[src/rgbhsl_pkg.sv]
// Shared types, constants and divider step functions for the RGBC to HSL converter.
// Depends on nothing; the converter top and rgbhsl_finish import it.
`default_nettype none

package rgbhsl_pkg;

  // Scale factors and hue offsets of the integer HSL formulas.
  localparam int PCT_SCALE  = 100;
  localparam int PCT_FULL   = 100;
  localparam int HUE_SCALE  = 60;
  localparam int HUE_FULL   = 360;
  localparam int HUE_GREEN  = 120;
  localparam int HUE_BLUE   = 240;
  localparam int SUM_FULL   = 200;
  localparam int LIT_HALF   = 50;

  // Which channel holds the maximum; red wins ties, then green.
  typedef enum logic [1:0] {
    SEL_R,
    SEL_G,
    SEL_B
  } sel_t;

  // Normalizing divider stage: channel * 100 / clear, bit 7 flags overflow.
  typedef struct packed {
    logic             inv;
    logic [15:0]      clr;
    logic [2:0][22:0] rem;
    logic [2:0][7:0]  q;
  } divp_t;

  // Percentages reduced to max, min and the two operands of the hue difference.
  typedef struct packed {
    logic       inv;
    sel_t       sel;
    logic [6:0] mx;
    logic [6:0] mn;
    logic [6:0] opa;
    logic [6:0] opb;
  } mm_t;

  // Hue and saturation divider stage.
  typedef struct packed {
    logic        inv;
    logic        flat;
    logic        neg;
    sel_t        sel;
    logic [6:0]  lit;
    logic [13:0] hrem;
    logic [7:0]  hden;
    logic [6:0]  hq;
    logic [13:0] srem;
    logic [7:0]  sden;
    logic [6:0]  sq;
  } hs_t;

  // One restoring step on the normalizing divider: {quotient bit, remainder}.
  function automatic logic [23:0] pct_step(input logic [22:0] rem, input logic [15:0] d,
                                           input int k);
    logic [22:0] ds;
    ds = 23'(d) << k;
    if (rem >= ds) return {1'b1, rem - ds};
    return {1'b0, rem};
  endfunction

  // One restoring step on the hue and saturation dividers.
  function automatic logic [14:0] hs_step(input logic [13:0] rem, input logic [7:0] d,
                                          input int k);
    logic [13:0] ds;
    ds = 14'(d) << k;
    if (rem >= ds) return {1'b1, rem - ds};
    return {1'b0, rem};
  endfunction

endpackage

`default_nettype wire

[src/rgbhsl_if.sv]
// Valid/ready channel interfaces for the sample request and the result request.
// Depends on nothing.
`default_nettype none

interface rgbc_in_if;
  logic        valid;
  logic        ready;
  logic [15:0] red;
  logic [15:0] green;
  logic [15:0] blue;
  logic [15:0] clear;

  modport source (output valid, output red, output green, output blue, output clear,
                  input ready);
  modport sink   (input valid, input red, input green, input blue, input clear,
                  output ready);
endinterface

interface hsl_out_if;
  logic       valid;
  logic       ready;
  logic [8:0] hue;
  logic [6:0] saturation;
  logic [6:0] lightness;
  logic       invalid;

  modport source (output valid, output hue, output saturation, output lightness,
                  output invalid, input ready);
  modport sink   (input valid, input hue, input saturation, input lightness,
                  input invalid, output ready);
endinterface

`default_nettype wire

[src/rgbc_to_hsl_converter.sv]
// Top level of the RGBC to HSL converter: a twelve-stage pipeline of restoring dividers.
// Depends on rgbhsl_pkg, rgbhsl_if and rgbhsl_finish.
`default_nettype none

//  channel  | port    | direction | payload
//  ---------+---------+-----------+--------------------------------------
//  sample   | sample  | in        | red, green, blue, clear (16 bit each)
//  result   | result  | out       | hue, saturation, lightness, invalid
//
// One request enters per cycle while the result side is not stalled. A result passes
// through the pipeline of restoring dividers: four stages of two quotient bits for the
// normalization, then three stages of two bits and one stage of one bit for the parallel
// hue and saturation division, plus the input, min/max, operand and output registers.
// Reset clears the stage valid bits only. Each stage holds while the one after it is
// full and stalled, so a stall on the result side fills bubbles before it backs up.

module rgbc_to_hsl_converter (
  input  logic        clk,
  input  logic        rst,
  rgbc_in_if.sink     sample,
  hsl_out_if.source   result
);
  import rgbhsl_pkg::*;

  localparam int NSTG = 12;

  logic [NSTG-1:0] v;
  logic [NSTG:0]   en;

  divp_t pd [0:4];
  mm_t   mm;
  hs_t   hs [0:4];

  logic [8:0] fin_hue;
  logic [6:0] fin_sat;
  logic [6:0] fin_lit;
  logic [8:0] out_hue;
  logic [6:0] out_sat;
  logic [6:0] out_lit;
  logic       out_inv;

  // A stage loads when it is empty or the stage after it moves on.
  assign en[NSTG] = result.ready;
  for (genvar i = 0; i < NSTG; i++) begin : g_en
    assign en[i] = ~v[i] | en[i+1];
  end
  assign sample.ready = en[0];

  always_ff @(posedge clk) begin
    if (rst) begin
      v <= '0;
    end else begin
      if (en[0]) v[0] <= sample.valid;
      for (int i = 1; i < NSTG; i++) begin
        if (en[i]) v[i] <= v[i-1];
      end
    end
  end

  // Input stage: scale each channel by 100 ahead of the division by clear.
  always_ff @(posedge clk) begin
    if (en[0]) begin
      pd[0].inv    <= (sample.clear == '0);
      pd[0].clr    <= sample.clear;
      pd[0].rem[0] <= 23'(sample.red) * 23'(PCT_SCALE);
      pd[0].rem[1] <= 23'(sample.green) * 23'(PCT_SCALE);
      pd[0].rem[2] <= 23'(sample.blue) * 23'(PCT_SCALE);
      pd[0].q      <= '0;
    end
  end

  // Normalizing dividers: two quotient bits per stage, bit 7 marks a result above 127.
  for (genvar s = 0; s < 4; s++) begin : g_pdiv
    localparam int K1 = 7 - 2 * s;
    localparam int K0 = 6 - 2 * s;
    divp_t            nxt;
    logic [2:0][23:0] t1;
    logic [2:0][23:0] t0;

    always_comb begin
      nxt = pd[s];
      for (int c = 0; c < 3; c++) begin
        t1[c] = pct_step(pd[s].rem[c], pd[s].clr, K1);
        t0[c] = pct_step(t1[c][22:0], pd[s].clr, K0);
        nxt.q[c][K1] = t1[c][23];
        nxt.q[c][K0] = t0[c][23];
        nxt.rem[c]   = t0[c][22:0];
      end
    end

    always_ff @(posedge clk) begin
      if (en[s+1]) pd[s+1] <= nxt;
    end
  end

  // Clamp the percentages and find max, min and the sector of the maximum.
  logic [2:0][6:0] pct;
  logic [6:0]      mx_c;
  logic [6:0]      mn_c;
  mm_t             mm_next;

  always_comb begin
    for (int c = 0; c < 3; c++) begin
      pct[c] = (pd[4].q[c][7] || pd[4].q[c][6:0] > 7'(PCT_FULL)) ? 7'(PCT_FULL)
                                                                 : pd[4].q[c][6:0];
    end
    mx_c = pct[0];
    if (pct[1] > mx_c) mx_c = pct[1];
    if (pct[2] > mx_c) mx_c = pct[2];
    mn_c = pct[0];
    if (pct[1] < mn_c) mn_c = pct[1];
    if (pct[2] < mn_c) mn_c = pct[2];

    mm_next.inv = pd[4].inv;
    mm_next.mx  = mx_c;
    mm_next.mn  = mn_c;
    if (pct[0] == mx_c) begin
      mm_next.sel = SEL_R;
      mm_next.opa = pct[1];
      mm_next.opb = pct[2];
    end else if (pct[1] == mx_c) begin
      mm_next.sel = SEL_G;
      mm_next.opa = pct[2];
      mm_next.opb = pct[0];
    end else begin
      mm_next.sel = SEL_B;
      mm_next.opa = pct[0];
      mm_next.opb = pct[1];
    end
  end

  always_ff @(posedge clk) begin
    if (en[5]) mm <= mm_next;
  end

  // Form lightness and the numerators and divisors of hue and saturation.
  logic [6:0] dif;
  logic [7:0] sum;
  logic [6:0] mag;
  hs_t        hs_next;

  always_comb begin
    dif = mm.mx - mm.mn;
    sum = 8'(mm.mx) + 8'(mm.mn);
    mag = (mm.opa < mm.opb) ? mm.opb - mm.opa : mm.opa - mm.opb;

    hs_next.inv  = mm.inv;
    hs_next.flat = (dif == '0);
    hs_next.neg  = (mm.opa < mm.opb);
    hs_next.sel  = mm.sel;
    hs_next.lit  = sum[7:1];
    hs_next.hrem = 14'(mag) * 14'(HUE_SCALE);
    hs_next.hden = 8'(dif);
    hs_next.hq   = '0;
    hs_next.srem = 14'(dif) * 14'(PCT_SCALE);
    hs_next.sden = (sum[7:1] <= 7'(LIT_HALF)) ? sum : 8'(SUM_FULL) - sum;
    hs_next.sq   = '0;
  end

  always_ff @(posedge clk) begin
    if (en[6]) hs[0] <= hs_next;
  end

  // Hue and saturation dividers: two quotient bits per stage, one in the last.
  for (genvar s = 0; s < 4; s++) begin : g_hdiv
    localparam int K1 = 6 - 2 * s;
    localparam int K0 = 5 - 2 * s;
    hs_t         nxt;
    logic [14:0] h1;
    logic [14:0] s1;

    if (K0 >= 0) begin : g_two
      logic [14:0] h0;
      logic [14:0] s0;
      always_comb begin
        nxt = hs[s];
        h1  = hs_step(hs[s].hrem, hs[s].hden, K1);
        h0  = hs_step(h1[13:0], hs[s].hden, K0);
        s1  = hs_step(hs[s].srem, hs[s].sden, K1);
        s0  = hs_step(s1[13:0], hs[s].sden, K0);
        nxt.hq[K1] = h1[14];
        nxt.hq[K0] = h0[14];
        nxt.sq[K1] = s1[14];
        nxt.sq[K0] = s0[14];
        nxt.hrem   = h0[13:0];
        nxt.srem   = s0[13:0];
      end
    end else begin : g_one
      always_comb begin
        nxt = hs[s];
        h1  = hs_step(hs[s].hrem, hs[s].hden, K1);
        s1  = hs_step(hs[s].srem, hs[s].sden, K1);
        nxt.hq[K1] = h1[14];
        nxt.sq[K1] = s1[14];
        nxt.hrem   = h1[13:0];
        nxt.srem   = s1[13:0];
      end
    end

    always_ff @(posedge clk) begin
      if (en[s+7]) hs[s+1] <= nxt;
    end
  end

  rgbhsl_finish u_finish (
    .st         (hs[4]),
    .hue        (fin_hue),
    .saturation (fin_sat),
    .lightness  (fin_lit)
  );

  // Output register.
  always_ff @(posedge clk) begin
    if (en[11]) begin
      out_hue <= fin_hue;
      out_sat <= fin_sat;
      out_lit <= fin_lit;
      out_inv <= hs[4].inv;
    end
  end

  assign result.valid      = v[11];
  assign result.hue        = out_hue;
  assign result.saturation = out_sat;
  assign result.lightness  = out_lit;
  assign result.invalid    = out_inv;

  // A zero clear gives an all-zero result.
  a_invalid_zero: assert property (@(posedge clk) disable iff (rst)
    result.valid && result.invalid |->
      result.hue == '0 && result.saturation == '0 && result.lightness == '0)
    else $error("invalid result carries nonzero fields");

  // Hue stays below a full turn.
  a_hue_range: assert property (@(posedge clk) disable iff (rst)
    result.valid |-> result.hue < 9'(HUE_FULL))
    else $error("hue out of range");

  // Percentages stay within 100.
  a_pct_range: assert property (@(posedge clk) disable iff (rst)
    result.valid |-> result.saturation <= 7'(PCT_FULL) && result.lightness <= 7'(PCT_FULL))
    else $error("percentage out of range");

endmodule

`default_nettype wire

[src/rgbhsl_finish.sv]
// Final hue assembly and saturation clamp from the last divider stage.
// Depends on rgbhsl_pkg.
`default_nettype none

module rgbhsl_finish (
  input  rgbhsl_pkg::hs_t st,
  output logic [8:0]      hue,
  output logic [6:0]      saturation,
  output logic [6:0]      lightness
);
  import rgbhsl_pkg::*;

  logic [8:0] q9;
  logic [8:0] base;
  logic [8:0] hval;

  // Offset the signed quotient by the sector of the maximum channel.
  always_comb begin
    q9   = 9'(st.hq);
    base = '0;
    hval = '0;
    unique case (st.sel)
      SEL_R: begin
        hval = st.neg ? 9'(HUE_FULL) - q9 : q9;
        if (hval == 9'(HUE_FULL)) hval = '0;
      end
      SEL_G: begin
        base = 9'(HUE_GREEN);
        hval = st.neg ? base - q9 : base + q9;
      end
      SEL_B: begin
        base = 9'(HUE_BLUE);
        hval = st.neg ? base - q9 : base + q9;
      end
      default: hval = '0;
    endcase
  end

  // Grey and zero clear force the angle and saturation to zero.
  always_comb begin
    if (st.inv || st.flat) begin
      hue        = '0;
      saturation = '0;
    end else begin
      hue        = hval;
      saturation = (st.sq > 7'(PCT_FULL)) ? 7'(PCT_FULL) : st.sq;
    end
    lightness = st.inv ? '0 : st.lit;
  end

endmodule

`default_nettype wire
[src/flat_wrapper.sv]
// flat-port wrapper written by rule: the top's interface ports become plain ports
module rgbc_to_hsl_converter_flat import rgbhsl_pkg::*;
  (clk, rst, sample_valid, sample_red, sample_green, sample_blue, sample_clear, sample_ready, result_valid, result_hue, result_saturation, result_lightness, result_invalid, result_ready);
  rgbc_in_if sample_i ();
  hsl_out_if result_i ();
  input  logic clk;
  input  logic rst;
  input wire logic [$bits(sample_i.valid)-1:0] sample_valid;
  input wire logic [$bits(sample_i.red)-1:0] sample_red;
  input wire logic [$bits(sample_i.green)-1:0] sample_green;
  input wire logic [$bits(sample_i.blue)-1:0] sample_blue;
  input wire logic [$bits(sample_i.clear)-1:0] sample_clear;
  output wire logic [$bits(sample_i.ready)-1:0] sample_ready;
  output wire logic [$bits(result_i.valid)-1:0] result_valid;
  output wire logic [$bits(result_i.hue)-1:0] result_hue;
  output wire logic [$bits(result_i.saturation)-1:0] result_saturation;
  output wire logic [$bits(result_i.lightness)-1:0] result_lightness;
  output wire logic [$bits(result_i.invalid)-1:0] result_invalid;
  input wire logic [$bits(result_i.ready)-1:0] result_ready;
  assign sample_i.valid = sample_valid;
  assign sample_i.red = sample_red;
  assign sample_i.green = sample_green;
  assign sample_i.blue = sample_blue;
  assign sample_i.clear = sample_clear;
  assign sample_ready = sample_i.ready;
  assign result_valid = result_i.valid;
  assign result_hue = result_i.hue;
  assign result_saturation = result_i.saturation;
  assign result_lightness = result_i.lightness;
  assign result_invalid = result_i.invalid;
  assign result_i.ready = result_ready;
  rgbc_to_hsl_converter u_core (.clk(clk), .rst(rst), .sample(sample_i), .result(result_i));
endmodule
[config.mk]
export PLATFORM = sky130hd
export DESIGN_NAME = rgbc_to_hsl_converter_flat
export DESIGN_NICKNAME = d
export VERILOG_FILES = /design/src/rgbhsl_pkg.sv /design/src/rgbhsl_if.sv /design/src/rgbc_to_hsl_converter.sv /design/src/rgbhsl_finish.sv /design/src/flat_wrapper.sv
export SDC_FILE = /design/constraint.sdc
export NUM_CORES = 2
export LEC_CHECK = 0
export BUFFER_PORTS_ARGS = -buffer_cell sky130_fd_sc_hd__buf_4
export CAP_MARGIN = 20
export CORE_AREA = 2 2 343 345
export DETAILED_ROUTE_END_ITERATION = 6
export DIE_AREA = 0 0 345 347
export PLACE_DENSITY_LB_ADDON = 0.3
export REMOVE_ABC_BUFFERS = 1
export SETUP_SLACK_MARGIN = 0.4
export SYNTH_ARGS = -nofsm -noshare
export SYNTH_HDL_FRONTEND = slang
export SYNTH_SLANG_ARGS = --single-unit
[constraint.sdc]
create_clock -name clk -period 17.6 [get_ports clk]
set_input_delay 2.64 -clock clk [delete_from_list [all_inputs] [get_ports clk]]
set_output_delay 2.64 -clock clk [all_outputs]
set_load 0.02 [all_outputs]
# --- Word level (Yosys, flattened, before mapping) ---
# Memory sizes are Yosys's and may differ from the RTL's.
# Cells that the tools add are included.
op_classes:
  bitwise_logic: 24
  n_eq_ne: 5
  n_mux: 152
  mul: 5
  n_addsub: 48
  reduce_logical: 8
  n_lt_le_gt_ge: 48
op_table:
  columns: ["op", "n"]
  rows:
  - ["$mux W24", 48]
  - ["$mux W15", 28]
  - ["$ge A23 B16 Y1", 3]
  - ["$ge A23 B17 Y1", 3]
  - ["$ge A23 B18 Y1", 3]
  - ["$ge A23 B19 Y1", 3]
  - ["$ge A23 B20 Y1", 3]
  - ["$ge A23 B21 Y1", 3]
  - ["$ge A23 B22 Y1", 3]
  - ["$ge A23 B23 Y1", 3]
  - ["$sub A23 B16 Y23", 3]
  - ["$sub A23 B17 Y23", 3]
  - ["$sub A23 B18 Y23", 3]
  - ["$sub A23 B19 Y23", 3]
  - ["$sub A23 B20 Y23", 3]
  - ["$sub A23 B21 Y23", 3]
  - ["$sub A23 B22 Y23", 3]
  - ["$sub A23 B23 Y23", 3]
  - ["$mul A16 B5 Y21 const B", 3]
  - ["$mux W7", 9]
  - ["$mux W1", 58]
  - ["$mux W9", 4]
  - ["$ge A14 B10 Y1", 2]
  - ["$ge A14 B11 Y1", 2]
  - ["other kinds (41)", 88]
totals:
  out_inout_bits: 26
  ff_bits: 67
  inputBits: 68
  ramBits: 900
  memories: 2
mem_list:
  columns: ["memory", "words", "width", "read_ports", "rd_ports_with_merged_regs", "wr", "line_no", "text"]
  rows:
  - ["u_core.pd", 5, 110, 5, 0, 5, "rgbc_to_hsl_converter.sv:30", "divp_t pd [0:4];"]
  - ["u_core.hs", 5, 70, 5, 0, 5, "rgbc_to_hsl_converter.sv:32", "hs_t hs [0:4];"]

# --- Depth between registers and ports, before layout ---
depth:
  ltp_word: 15
  depth_mapped: 28

# --- Cells and area by module ---
# A second synthesis with hierarchy kept.
unflattened:
  cells_unflattened: 5992
  hier_area_um2: 59422.0
by_module_without_submodules:
  columns: ["mod", "area_each_um2", "cells_each", "seq_area_each_um2", "instances"]
  rows:
  - ["rgbc_to_hsl_converter", 58452.3, 5850, 21921.0, 1]
  - ["rgbhsl_finish", 969.7, 142, 0.0, 1]

# --- Least setup slack after synthesis ---
# No wires, ideal clock.
synth_path:
  path_type: "input -> output"
  startpoint: "input port result_ready"
  endpoint: "output port sample_ready"
  stages: 7
  arrival_ns: 9.287
  setup_slack_ns: 5.673
  required_ns: 14.960
  cell_sequence: "nor2b_1 > inv_1 > nor2_1 > nand3_1 > nor2_1 > nand4_1 > or2_2"
synth_between:
  elab_chain_cells: 12
synth_lines:
  columns: ["element", "line_no", "text"]
  rows:
  - ["start: declaration", "flat_wrapper.sv:19", "input wire logic [$bits(result_i.ready)-1:0] result_ready;"]
  - ["$or A1 B1 Y1", "rgbc_to_hsl_converter.sv:45", "assign en[i] = ~v[i] | en[i+1];"]
  - ["net u_core.en[11]", "rgbc_to_hsl_converter.sv:28", "logic [NSTG:0] en;"]
  - ["$or A1 B1 Y1 (6 in series)", "rgbc_to_hsl_converter.sv:45", null]
  - ["net u_core.en[5]", "rgbc_to_hsl_converter.sv:28", null]
  - ["$or A1 B1 Y1 (4 in series)", "rgbc_to_hsl_converter.sv:45", null]
  - ["net u_core.en[1]", "rgbc_to_hsl_converter.sv:28", null]
  - ["$or A1 B1 Y1", "rgbc_to_hsl_converter.sv:45", null]
  - ["end: declaration", "flat_wrapper.sv:13", "output wire logic [$bits(sample_i.ready)-1:0] sample_ready;"]
# The timed path passes the listed nets, and every way through them passes these cells.

# --- Worst setup path in the final report ---
# Same ends and word-level chain as after synthesis.

==> reports/results.ini <==
[status]
outcome = completed

[critical_path]
worstPathArrival_ns = 5.88
crit_top_cell = buf_4
worstPathRequired_ns = 14.96
rrSetupSlack_ns = 10.22
end_kind = primary output
cp_slowest_cell = nor2_1
crit_start = result_ready
cp_cell_sequence = buf_4 -> nor2b_1 -> inv_1 -> nor2_1 -> nand3_1 -> buf_4 -> nor2_1 -> nand4_1 -> buf_4 -> or2_4 -> buf_4
worst_r2r_endpoint = u_core.pd[0][371]
critical_path_class = in2out
r2r_cells = 20
cp_max_fo = 33
max_stage_delay_ns = 0.51
crit-reg2reg-launch = u_core.pd[0][314]
cp-start-kind = input port

[sta]
tns_ns = 0
rsz0062_at_grt = no
relSlewSlack = 0.3008
fmax_ghz = 0.1173
worstMarginPinSlew_ns = 1.039
drv_slew = 0
final.min_clock_period_ns = 8.523
fin_skew_ns = 0.03998
finalCritPeriodShare = 0.4843
setup_viol = 0
hold_violations = 0

[synthesis]
synth-edff-count = 680
synth-xor-area-share = 0.06574
synth_area_mm2 = 0.05769
yosys-mux-area-fraction = 0.04772
yosys.area_share.simple = 0.1297
synth_seq_cells = 692
avgSynthCellArea_um2 = 9.824
synthCells = 5872
synthAdderAreaFrac = 0.1897
synth-compound-area-share = 0.1650
synth.distinct_cells = 112
synthArstFlopShare = 0
synth_top_family_by_area = adder cells
yosys_warnings = 0
synthFlopType = edfxtp_1
seq_area_frac_synth = 0.3581

[floorplanning]
start_util = 0.4984
pin_count = 94
die_x_um = 345
die_y_um = 347
core_area_mm2 = 0.1157
dieArea_mm2 = 0.1197
rows = 125

[run]
drv_cap = 0

[placed_design]
gp_congestion = 0.9454
hpwlAfterDp_um = 106000
numPortBuffers = 93

[finish]
antenna_cells = 0
final_nets = 6888
syn_to_final_growth_pct = 9.036
drive_gt1_frac = 0.08530
fillers = 10144

[clock_network]
ctsRootBufferMaster = clkbuf_16
clockBufferDepth = 3
htree_num_levels = 3
path_clk_slew_ns = 0.06
postCtsHoldBufs = 0
cts_resized = 0
numCtsBuffers = 77
postCtsSetupBuffers = 0
clock_latency_ns = 0.67
cts_tree = yes
cts_num_sinks = 692

[detailed_routing]
first_iter_violations = 2552
viasPerCell = 5.658
first_pass_iters = 5
wire_per_inst_um = 17.48
drt-total-wl_um = 132600
drc = 0
via_count = 42913
final_antenna_net_count = 0

[hold_path]
hold_path.class = reg2reg
hold_end = u_core.pd[0][455]
min_from = u_core.pd[0][345]
whs_path_depth = 0

[global_route]
grt_pass1_wl_um = 214200
antenna_found_initial = 1
grt_pass1_vias = 41375
grt_max_degree = 77
track_usage = 0.2188
grt_overflow = 0

flip-flops by register name, indices dropped and copies added, names as in the netlist:
register / flops
u_core.hs: 244
u_core.result.hue: 9
u_core.hs_next: 3
u_core.result.invalid: 1
u_core.result.saturation: 7
u_core.v: 12
u_core.pd: 381
u_core.mm: 28
u_core.result.lightness: 7
how the worst max path moves through the flow:
| stage | endpoint | cells after the start | slack (ns) |
|---|---|---|---|
| 2_1_floorplan | sample_ready | 7 | 5.67 |
| 3_3_place_gp | sample_ready | 11 | 9.16 |
| 3_5_place_dp | sample_ready | 11 | 9.08 |
| 4_1_cts | sample_ready | 11 | 9.07 |
| 5_1_grt | sample_ready | 11 | 8.77 |
| 6_report | sample_ready | 11 | 9.08 |
per-layer routing:
metal | up-vias | track usage | routed length [um]
li1 | 21808 | - | -
met1 | 19955 | 0.2876 | 60290
met3 | 253 | 0.02272 | 4982
met2 | 895 | 0.3704 | 61830
met4 | 2 | 0.08763 | 5442
met5 | - | 0 | 13
cells in the mapped netlist, drive strengths merged, types with 66 or more instances:
master	count	area share
ha	741	0.16
nor3	110	0.0096
fa	83	0.029
inv	568	0.037
nand3	113	0.0098
nand2b	80	0.0087
mux2	171	0.034
xor2	135	0.020
mux2i	80	0.014
a21o	168	0.022
o21ai	369	0.032
nor2	401	0.026
nand4	75	0.0084
nor2b	102	0.011
nand2	360	0.023
edfxtp	680	0.35
xnor2	298	0.045
o21a	69	0.0090
clkbuf	66	0.0043
a21oi	472	0.041
per-stage QoR:
step	std cells	setup slack, ns	cell area [um2]	utilization	hold slack, ns
final	7585	9.077	62900	0.5435	0.4014
after global routing	7585	8.769	62900	0.5435	0.3920
after CTS	7584	9.070	62880	0.5433	0.3894
after detailed placement	7440	9.081	60270	0.5207	0.4045
after global placement	7439	9.156	60260	0.5206	0.4010
after floorplan	5780	5.673	57290	-	0.4003
layout by cell type, fill, tap and decap left out, types with 44 or more instances in the layout:
cell | synthesis | routed
a21o_1 | 168 | 168
a21oi_1 | 470 | 470
a31oi_1 | 44 | 44
buf_4 | 4 | 135
clkbuf_16 | 0 | 77
edfxtp_1 | 680 | 680
fa_1 | 83 | 83
ha_1 | 741 | 741
inv_1 | 558 | 556
mux2_2 | 161 | 161
mux2i_1 | 80 | 80
nand2_1 | 360 | 357
nand2b_1 | 80 | 80
nand3_1 | 113 | 112
nand4_1 | 73 | 73
nor2_1 | 400 | 400
nor2b_1 | 102 | 102
nor3_1 | 109 | 109
o21a_1 | 69 | 69
o21ai_0 | 357 | 357
o21bai_1 | 58 | 58
or3_1 | 47 | 47
xnor2_1 | 298 | 298
xor2_1 | 135 | 135
cell families after synthesis:
logic type / after synthesis
adder cells (fa/ha/maj): 825
multiplexers: 251
buffers and inverters: 663
AO/OA/AOI/OAI: 1503
AND/OR/NAND/NOR: 1505
XOR/XNOR: 433
flip-flops: 692
critical path, delay by kind of cell:
family	cells	cell delay, ns
and+or+nand+nor	6	1.90
buffers and inverters	5	1.32
final cells by class:
type	count	area (um2)	area share
Multi-Input combinational cell	4517	34530	0.5490
Sequential cell	692	20660	0.3285
Inverter	571	2143	0.03408
Clock buffer	93	2007	0.03191
Tap cell	1524	1907	0.03032
Timing Repair Buffer	137	1045	0.01661
Clock inverter	51	604.3	0.009608
Power is not shown: default switching activity piles up to over one toggle a cycle in this logic, so the estimate is an artifact.
